`src/rtl/ckse_pkg.sv`:
```
// Shared types and constants for the color key span extractor.
package ckse_pkg;

  localparam int MAX_WIDTH  = 4096;
  localparam int MAX_HEIGHT = 4096;
  localparam int COL_W      = 12;
  localparam int ROW_W      = 12;
  localparam int EDGE_W     = 13;
  localparam int CFG_IDX_W  = 2;
  localparam int CFG_DATA_W = 24;

  localparam logic [CFG_IDX_W-1:0] CFG_KEY_COLOR     = 2'd0;
  localparam logic [CFG_IDX_W-1:0] CFG_KEEP_MATCHING = 2'd1;
  localparam logic [CFG_IDX_W-1:0] CFG_BATCH_LIMIT   = 2'd2;

  localparam logic [12:0] BATCH_LIMIT_RESET = 13'd2000;
  localparam logic [EDGE_W-1:0] BOX_EMPTY_LEFT = EDGE_W'(MAX_WIDTH);
  localparam logic [EDGE_W-1:0] BOX_EMPTY_TOP  = EDGE_W'(MAX_HEIGHT);
  localparam logic [COL_W-1:0] LAST_COL = COL_W'(MAX_WIDTH - 1);
  localparam logic [ROW_W-1:0] LAST_ROW = ROW_W'(MAX_HEIGHT - 1);

  typedef struct packed {
    logic [23:0] pixel_rgb;
    logic        row_end;
    logic        frame_end;
  } ckse_in_t;

  typedef struct packed {
    logic              has_span;
    logic [11:0]       span_left;
    logic [12:0]       span_right;
    logic [11:0]       span_row;
    logic [EDGE_W-1:0] box_left;
    logic [EDGE_W-1:0] box_top;
    logic [EDGE_W-1:0] box_right;
    logic [EDGE_W-1:0] box_bottom;
    logic              batch_end;
  } ckse_out_t;

  // Row scan position and open run.
  typedef struct packed {
    logic [COL_W-1:0] col;
    logic [ROW_W-1:0] row;
    logic             in_run;
    logic [COL_W-1:0] run_start;
  } ckse_scan_t;

  // What the run detector reports for one pixel.
  typedef struct packed {
    logic              got;
    logic              frame_end;
    logic [COL_W-1:0]  span_left;
    logic [EDGE_W-1:0] span_right;
    logic [ROW_W-1:0]  span_row;
  } ckse_run_t;

endpackage

```
`src/rtl/ckse_run_detect.sv`:
```
// Key compare and run tracking for one pixel: span closure and next scan position.
module ckse_run_detect (
  input  ckse_pkg::ckse_in_t   pix,
  input  logic [23:0]          key_color,
  input  logic                 keep_matching,
  input  ckse_pkg::ckse_scan_t scan,
  output ckse_pkg::ckse_run_t  run,
  output ckse_pkg::ckse_scan_t scan_nxt
);

  logic match;
  logic region;
  logic row_end_eff;
  logic frame_end_eff;
  logic [ckse_pkg::COL_W-1:0] start;

  always_comb begin
    match         = (pix.pixel_rgb == key_color);
    region        = keep_matching ? match : !match;
    row_end_eff   = pix.row_end || pix.frame_end || (scan.col >= ckse_pkg::LAST_COL);
    frame_end_eff = pix.frame_end || (row_end_eff && (scan.row >= ckse_pkg::LAST_ROW));
    start         = (region && !scan.in_run) ? scan.col : scan.run_start;

    run.frame_end  = frame_end_eff;
    run.span_row   = scan.row;
    run.span_left  = start;
    run.got        = 1'b0;
    run.span_right = {1'b0, scan.col};
    if (region && row_end_eff) begin
      run.got        = 1'b1;
      run.span_right = {1'b0, scan.col} + 13'd1;
    end else if (!region && scan.in_run) begin
      run.got = 1'b1;
    end

    scan_nxt.run_start = start;
    if (frame_end_eff) begin
      scan_nxt.col       = '0;
      scan_nxt.row       = '0;
      scan_nxt.in_run    = 1'b0;
      scan_nxt.run_start = '0;
    end else if (row_end_eff) begin
      scan_nxt.col    = '0;
      scan_nxt.row    = scan.row + 12'd1;
      scan_nxt.in_run = 1'b0;
    end else begin
      scan_nxt.col    = scan.col + 12'd1;
      scan_nxt.row    = scan.row;
      scan_nxt.in_run = region;
    end
  end

endmodule

```
`src/rtl/colour_key_span_extractor_core.sv`:
```
// Top level of the color key span extractor: input register, span and batch logic, result register.
// One pixel request is accepted per clock while in_stall is low. A pixel waits in the input register
// and its result, if any, goes to the result register when the pixel stage fires; pixels that close
// no span keep moving while a result waits. The result register stalls the pixel stage only when that
// stage holds a pixel that closes a span or ends the frame. There is no clearing pass.
module colour_key_span_extractor_core (
  input  logic                                clk,
  input  logic                                rst_n,
  input  logic                                in_valid,
  output logic                                in_stall,
  input  ckse_pkg::ckse_in_t                  in_data,
  output logic                                out_valid,
  input  logic                                out_stall,
  output ckse_pkg::ckse_out_t                 out_data,
  input  logic                                cfg_we,
  input  logic [ckse_pkg::CFG_IDX_W-1:0]      cfg_index,
  input  logic [ckse_pkg::CFG_DATA_W-1:0]     cfg_data
);

  logic [23:0] key_color_r;
  logic        keep_matching_r;
  logic [12:0] batch_limit_r;

  logic                 pix_valid_r;
  ckse_pkg::ckse_in_t   pix_r;
  ckse_pkg::ckse_scan_t scan_r, scan_nxt;
  ckse_pkg::ckse_run_t  run;

  logic [12:0]                 spans_r, spans_nxt;
  logic [ckse_pkg::EDGE_W-1:0] bl_r, bt_r, br_r, bb_r;
  logic [ckse_pkg::EDGE_W-1:0] bl_nxt, bt_nxt, br_nxt, bb_nxt;
  logic [ckse_pkg::EDGE_W-1:0] ul, ut, ur, ub, row_edge, row_next;

  logic                out_valid_r;
  ckse_pkg::ckse_out_t out_r, res;
  logic produce, stage_fire, in_take, out_take, last;

  ckse_run_detect u_run (
    .pix           (pix_r),
    .key_color     (key_color_r),
    .keep_matching (keep_matching_r),
    .scan          (scan_r),
    .run           (run),
    .scan_nxt      (scan_nxt)
  );

  always_comb begin
    produce    = run.got || run.frame_end;
    out_take   = out_valid_r && !out_stall;
    stage_fire = pix_valid_r && !(produce && out_valid_r && out_stall);
    in_stall   = pix_valid_r && !stage_fire;
    in_take    = in_valid && !in_stall;

    row_edge = {1'b0, run.span_row};
    row_next = row_edge + 13'd1;
    ul = ({1'b0, run.span_left} < bl_r) ? {1'b0, run.span_left} : bl_r;
    ut = (row_edge < bt_r) ? row_edge : bt_r;
    ur = (run.span_right > br_r) ? run.span_right : br_r;
    ub = (row_next > bb_r) ? row_next : bb_r;
    spans_nxt = spans_r + 13'd1;
    last = (spans_nxt >= batch_limit_r) || run.frame_end;

    res.has_span   = run.got;
    res.span_left  = run.got ? run.span_left : '0;
    res.span_right = run.got ? run.span_right : '0;
    res.span_row   = run.got ? run.span_row : '0;
    res.box_left   = run.got ? ul : bl_r;
    res.box_top    = run.got ? ut : bt_r;
    res.box_right  = run.got ? ur : br_r;
    res.box_bottom = run.got ? ub : bb_r;
    res.batch_end  = run.got ? last : 1'b1;

    bl_nxt = bl_r;
    bt_nxt = bt_r;
    br_nxt = br_r;
    bb_nxt = bb_r;
    if (run.frame_end || (run.got && last)) begin
      spans_nxt = '0;
      bl_nxt    = ckse_pkg::BOX_EMPTY_LEFT;
      bt_nxt    = ckse_pkg::BOX_EMPTY_TOP;
      br_nxt    = '0;
      bb_nxt    = '0;
    end else if (run.got) begin
      bl_nxt = ul;
      bt_nxt = ut;
      br_nxt = ur;
      bb_nxt = ub;
    end else begin
      spans_nxt = spans_r;
    end
  end

  always_ff @(posedge clk) begin
    if (!rst_n) begin
      key_color_r     <= '0;
      keep_matching_r <= 1'b0;
      batch_limit_r   <= ckse_pkg::BATCH_LIMIT_RESET;
    end else if (cfg_we) begin
      case (cfg_index)
        ckse_pkg::CFG_KEY_COLOR:     key_color_r     <= cfg_data;
        ckse_pkg::CFG_KEEP_MATCHING: keep_matching_r <= cfg_data[0];
        ckse_pkg::CFG_BATCH_LIMIT:   batch_limit_r   <= cfg_data[12:0];
        default: ;
      endcase
    end
  end

  always_ff @(posedge clk) begin
    if (!rst_n) begin
      pix_valid_r <= 1'b0;
      out_valid_r <= 1'b0;
      scan_r      <= '0;
      spans_r     <= '0;
      bl_r        <= ckse_pkg::BOX_EMPTY_LEFT;
      bt_r        <= ckse_pkg::BOX_EMPTY_TOP;
      br_r        <= '0;
      bb_r        <= '0;
    end else begin
      if (in_take) begin
        pix_valid_r <= 1'b1;
      end else if (stage_fire) begin
        pix_valid_r <= 1'b0;
      end
      if (stage_fire) begin
        scan_r  <= scan_nxt;
        spans_r <= spans_nxt;
        bl_r    <= bl_nxt;
        bt_r    <= bt_nxt;
        br_r    <= br_nxt;
        bb_r    <= bb_nxt;
      end
      if (stage_fire && produce) begin
        out_valid_r <= 1'b1;
      end else if (out_take) begin
        out_valid_r <= 1'b0;
      end
    end
  end

  always_ff @(posedge clk) begin
    if (in_take) begin
      pix_r <= in_data;
    end
    if (stage_fire && produce) begin
      out_r <= res;
    end
  end

  assign out_valid = out_valid_r;
  assign out_data  = out_r;

endmodule

```
`config.mk`:
```
export PLATFORM = sky130hd
export DESIGN_NAME = colour_key_span_extractor_core
export DESIGN_NICKNAME = d
export VERILOG_FILES = /design/src/rtl/ckse_pkg.sv /design/src/rtl/ckse_run_detect.sv /design/src/rtl/colour_key_span_extractor_core.sv
export SDC_FILE = /design/constraint.sdc
export NUM_CORES = 1
export LEC_CHECK = 0
export ABC_AREA = 1
export BUFFER_PORTS_ARGS = -buffer_cell sky130_fd_sc_hd__buf_4
export CAP_MARGIN = 20
export CORE_UTILIZATION = 45
export CTS_BUF_LIST = sky130_fd_sc_hd__clkbuf_8 sky130_fd_sc_hd__clkbuf_16
export CTS_CLUSTER_DIAMETER = 80
export DETAILED_ROUTE_END_ITERATION = 6
export PLACE_DENSITY = 0.79
export SYNTH_ARGS = -nofsm -noshare
export SYNTH_HDL_FRONTEND = slang
export SYNTH_SLANG_ARGS = --single-unit
```
`constraint.sdc`:
```
create_clock -name clk -period 2.9 [get_ports clk]
set_input_delay 0.58 -clock clk [delete_from_list [all_inputs] [get_ports clk]]
set_output_delay 0.58 -clock clk [all_outputs]
set_load 0.03 [all_outputs]
```
==> out/results.txt <==
In this run the deepest clock path goes through 3 buffers. The critical path's slowest cell is sky130_fd_sc_hd__dfxtp_4. The run gives 3.38 ns as the required time of the critical path.

The worst flop-to-flop path startpoint is scan_r[26]$_SDFFE_PN0P_. Kind of path behind the tightest hold check: in -> reg. In this design, the critical path's most frequently occurring cell is sky130_fd_sc_hd__nor2_2. The fraction of synthesis flops using an asynchronous set or reset pin came out at 0. The Yosys step of the flow raised 0 warnings. For this design the static power due to leakage is 8.34 nW.

The H-tree depth reported by CTS was 1. After the last flow step, the layout net total stands at 2,018. In this run the cell area of the synthesized design comes to 12,900 sq um.

The worst hold path begins at in_data[17]. The tools report the area of all placed cells without fillers as 19,300 sq um. The delay of the slowest critical-path stage is 0.36 ns. For the number of buffers inserted by hold repair at cts, the log shows 0. Flip-flop and latch count after synthesis: 259.

For the fill cell total of the finished layout, the log shows 1,870. The number of placed instances, taps included, is 2,162. The run gives 0.461 as the initial core utilization. The flow ran to the end, but the final reports show violations. The clock latency at the later pin of the worst-skew pair is 0.57 ns. The tools report the sort of element at the end of the critical path as a flop.

Counting flops with a built-in enable in the synthesized netlist gives 117. The detailed-route vias per instance was 5.57. The first TritonRoute pass finished after 6 iterations.

The transition time at the pin with the least slew margin is 0.673 ns, and the die footprint is 29,300 sq um. Static timing analysis puts the maximum clock frequency at 283 MHz. The cell sitting at the root of the clock tree is a sky130_fd_sc_hd__clkbuf_16.

Across the VDD grid, the largest voltage drop is 0.000399 V. The final critical-path share of the clock period is 1.22, and the worst-case setup slack after placement is -0.631 ns. The area growth from synthesis to layout is 49.5%. The final critical-path required period is 3.54 ns. The sequential-to-total area share from yosys stat is 0.494, and the placer's final routability congestion estimate is 0.888. The clock-pin slew on the worst setup and hold paths came out at 0.06 ns. Hold is met by 0.193 ns. Setup violations remaining at the end of the flow were counted as 200. TritonCTS built the clock tree.

Data on the critical path arrives at its endpoint at 4.02 ns. The number of instances on the worst hold path is 1, and the average wire per standard cell is 18.9 microns. The chip width came out at 171 microns. In this run the count of I/O pins placed on the die edge is 150.

Summing all placed instances gives a cell area of 15,400 sq um. STA classifies the critical path startpoint as a flop. The final cell count without fillers is 2,296. The global-route total usage across every layer is 0.230, and the number of antenna violations at the first check in global routing is 0.

The average instance area after synthesis came out at 8.29 sq um. The first global-routing pass estimated 54,400 microns of wire. The path depth of the worst reg2reg path was 24. The share of final-layout standard cells stronger than drive strength 1 is 0.388, and the number of distinct standard cells referenced by the synthesized netlist is 47. The number of max-slew violations in the final report is 0, and the relative slew slack is 0.551. Across the routed clock network, the largest skew measured is 0.0261 ns. The number of sinks on the clock net came out at 259. The tools report the total clock buffers created by CTS as 28. Setup repair after global routing could not meet its margin everywhere.

For this block, the routed nets add up to 43,400 microns of wire. The vertical die dimension is 171 microns, and the synthesized instance count is 1,553. The detailed-route via count was 12,800.

Detailed placement ended at an HPWL of 22,200 microns. The maximum fanout encountered on the critical timing path works out to 3. The tools report the number of nets with antenna violations after routing as 0. The number of max-capacitance violations reported is 0. For this block, the initial DRC count from the detailed router was 1,305. The count of input and output buffers is 149, and the DRC violation count after routing is 0. The number of nets in the synthesized netlist is 1,674. The antenna diode count was 0.

Among all flip-flop cells after synthesis, the most frequent one is sky130_fd_sc_hd__dfxtp_1. The via count of the first global-routing pass came out at 11,300. The checks that failed: setup timing.

Entering global routing, the biggest net connects 67 pins. For the final setup slack of the worst path, the log shows -0.638 ns. The residual overflow from global routing was 0.

The most critical setup path has its startpoint at scan_r[26]$_SDFFE_PN0P_. The type of the setup path with the least slack is reg -> reg. Number of cell rows: 61. For the final count of hold timing violations, the log shows 0. The total area inside the core boundary comes to 27,900 sq um. Walking the worst path, the cells encountered are ha_4 -> nand2_1 -> nor2_2 -> inv_2 -> nor2_2 -> inv_2 -> nor2_2 -> nand2_1 -> nor2_2 -> buf_4 -> nand3_1 -> nor2_1 -> ha_1 -> buf_4 -> a21oi_1 -> o21ai_0 -> a21oi_1 -> a21oi_2 -> buf_6 -> buf_4 -> o21ai_0 -> o21a_1 -> nand2_1 -> a21oi_2. Dividing total power by cell area gives a power density of 566 nW/um^2.
synthesized netlist by cell type (9+ instances only):
cell	n	area share
sky130_fd_sc_hd__o211ai_1	9	0.0052
sky130_fd_sc_hd__a211oi_1	16	0.0093
sky130_fd_sc_hd__inv_1	219	0.064
sky130_fd_sc_hd__ha_1	64	0.062
sky130_fd_sc_hd__dfxtp_1	142	0.22
sky130_fd_sc_hd__nor2_1	162	0.047
sky130_fd_sc_hd__o21ai_0	107	0.042
sky130_fd_sc_hd__nand4_1	14	0.0068
sky130_fd_sc_hd__o21ai_1	16	0.0062
sky130_fd_sc_hd__nand2_1	312	0.091
sky130_fd_sc_hd__a21oi_1	146	0.057
sky130_fd_sc_hd__nand3_1	51	0.020
sky130_fd_sc_hd__edfxtp_1	117	0.27
sky130_fd_sc_hd__buf_2	20	0.0078
sky130_fd_sc_hd__clkbuf_1	29	0.0085
sky130_fd_sc_hd__o21ai_2	9	0.0061
sky130_fd_sc_hd__and2_1	12	0.0058
sky130_fd_sc_hd__inv_2	10	0.0029
sky130_fd_sc_hd__xor2_1	26	0.018
placed cells by master, fill, tap and decap left out, types with 24 or more instances in the layout:
| master | n |
|---|---|
| sky130_fd_sc_hd__nand2_1 | 242 |
| sky130_fd_sc_hd__ha_1 | 48 |
| sky130_fd_sc_hd__nand3_1 | 27 |
| sky130_fd_sc_hd__nand2_4 | 37 |
| sky130_fd_sc_hd__a21oi_2 | 33 |
| sky130_fd_sc_hd__a21oi_1 | 114 |
| sky130_fd_sc_hd__o21ai_1 | 38 |
| sky130_fd_sc_hd__clkbuf_16 | 47 |
| sky130_fd_sc_hd__dfxtp_1 | 131 |
| sky130_fd_sc_hd__edfxtp_1 | 117 |
| sky130_fd_sc_hd__o21ai_0 | 51 |
| sky130_fd_sc_hd__inv_1 | 206 |
| sky130_fd_sc_hd__buf_6 | 24 |
| sky130_fd_sc_hd__buf_4 | 294 |
| sky130_fd_sc_hd__nand2_2 | 37 |
| sky130_fd_sc_hd__nor2_1 | 126 |
| sky130_fd_sc_hd__o21ai_2 | 36 |
flip-flops by register name (all words and copies together), names as in the netlist:
signal and count:
out_data 91, scan_r 37, pix_r 26, key_color_r 24, batch_limit_r 13, bb_r 13
bl_r 13, br_r 13, bt_r 13, spans_r 13, keep_matching_r 1, out_valid 1
pix_valid_r 1
stage by stage:
step / TNS (ns) / utilization / power, mW
2_1_floorplan: -0.311 / - / 5.41
4_1_cts: -17.59 / 0.620 / 10.1
3_5_place_dp: -29.34 / 0.552 / 6.08
5_1_grt: -74.28 / 0.689 / 11.2
3_3_place_gp: -20.19 / 0.552 / 6.02
6_report: -48.36 / 0.689 / 10.9
where the power goes:
part           internal, mW  switching [mW]
sequential             4.06           0.107
combinational          1.27            1.71
clock                  2.22            1.54
kinds of logic after synthesis:
kind of cell / share of synthesized area
simple gates: 0.192
flops: 0.494
fa+ha+maj: 0.0622
xor+xnor: 0.0190
buf+inv: 0.0937
compound gates: 0.140
path summary, 6_finish.rpt:
path	end	slack [ns]
hold / removal	pix_r[17]$_DFFE_PP_	0.19
setup reg to reg	br_r[12]$_SDFFE_PN0P_	-0.64
setup / recovery	br_r[12]$_SDFFE_PN0P_	-0.64
hold reg to reg	bl_r[10]$_SDFFE_PN0P_	0.46
metal layers:
metal  routed length [microns]  vias to the layer above  GRT usage
li1                          -                     5797          -
met1                     16000                     6011      0.287
met2                     21400                      725      0.407
met3                      3490                      245     0.0329
met4                      2570                        0     0.0776
met5                         0                        -          0
critical path: cells and delay by family, from the launching register on:
kind,cells,cell delay (ns)
and+or+nand+nor,9,1.03
AOI/OAI and AO/OA,7,0.95
buffers and inverters,6,0.69
adders and majority gates,2,0.42
DFF,1,0.36
area by class of cell:
class	count	area, sq um	area share
clock buffer	32	756	0.0392
clock inverter	19	213	0.0110
inverter	230	903	0.0469
multi-input combinational	1005	6870	0.357
sequential	259	6380	0.331
tap	378	473	0.0246
timing repair buffer	373	3660	0.190
what timing repair did:
item	4_1_cts	5_1_grt
endpoints found under the setup margin	103	220
setup buffers	23	30
pin swaps	40	126
gates resized for setup	161	308
cloned	11	25
(Power assumes the default switching activity.)
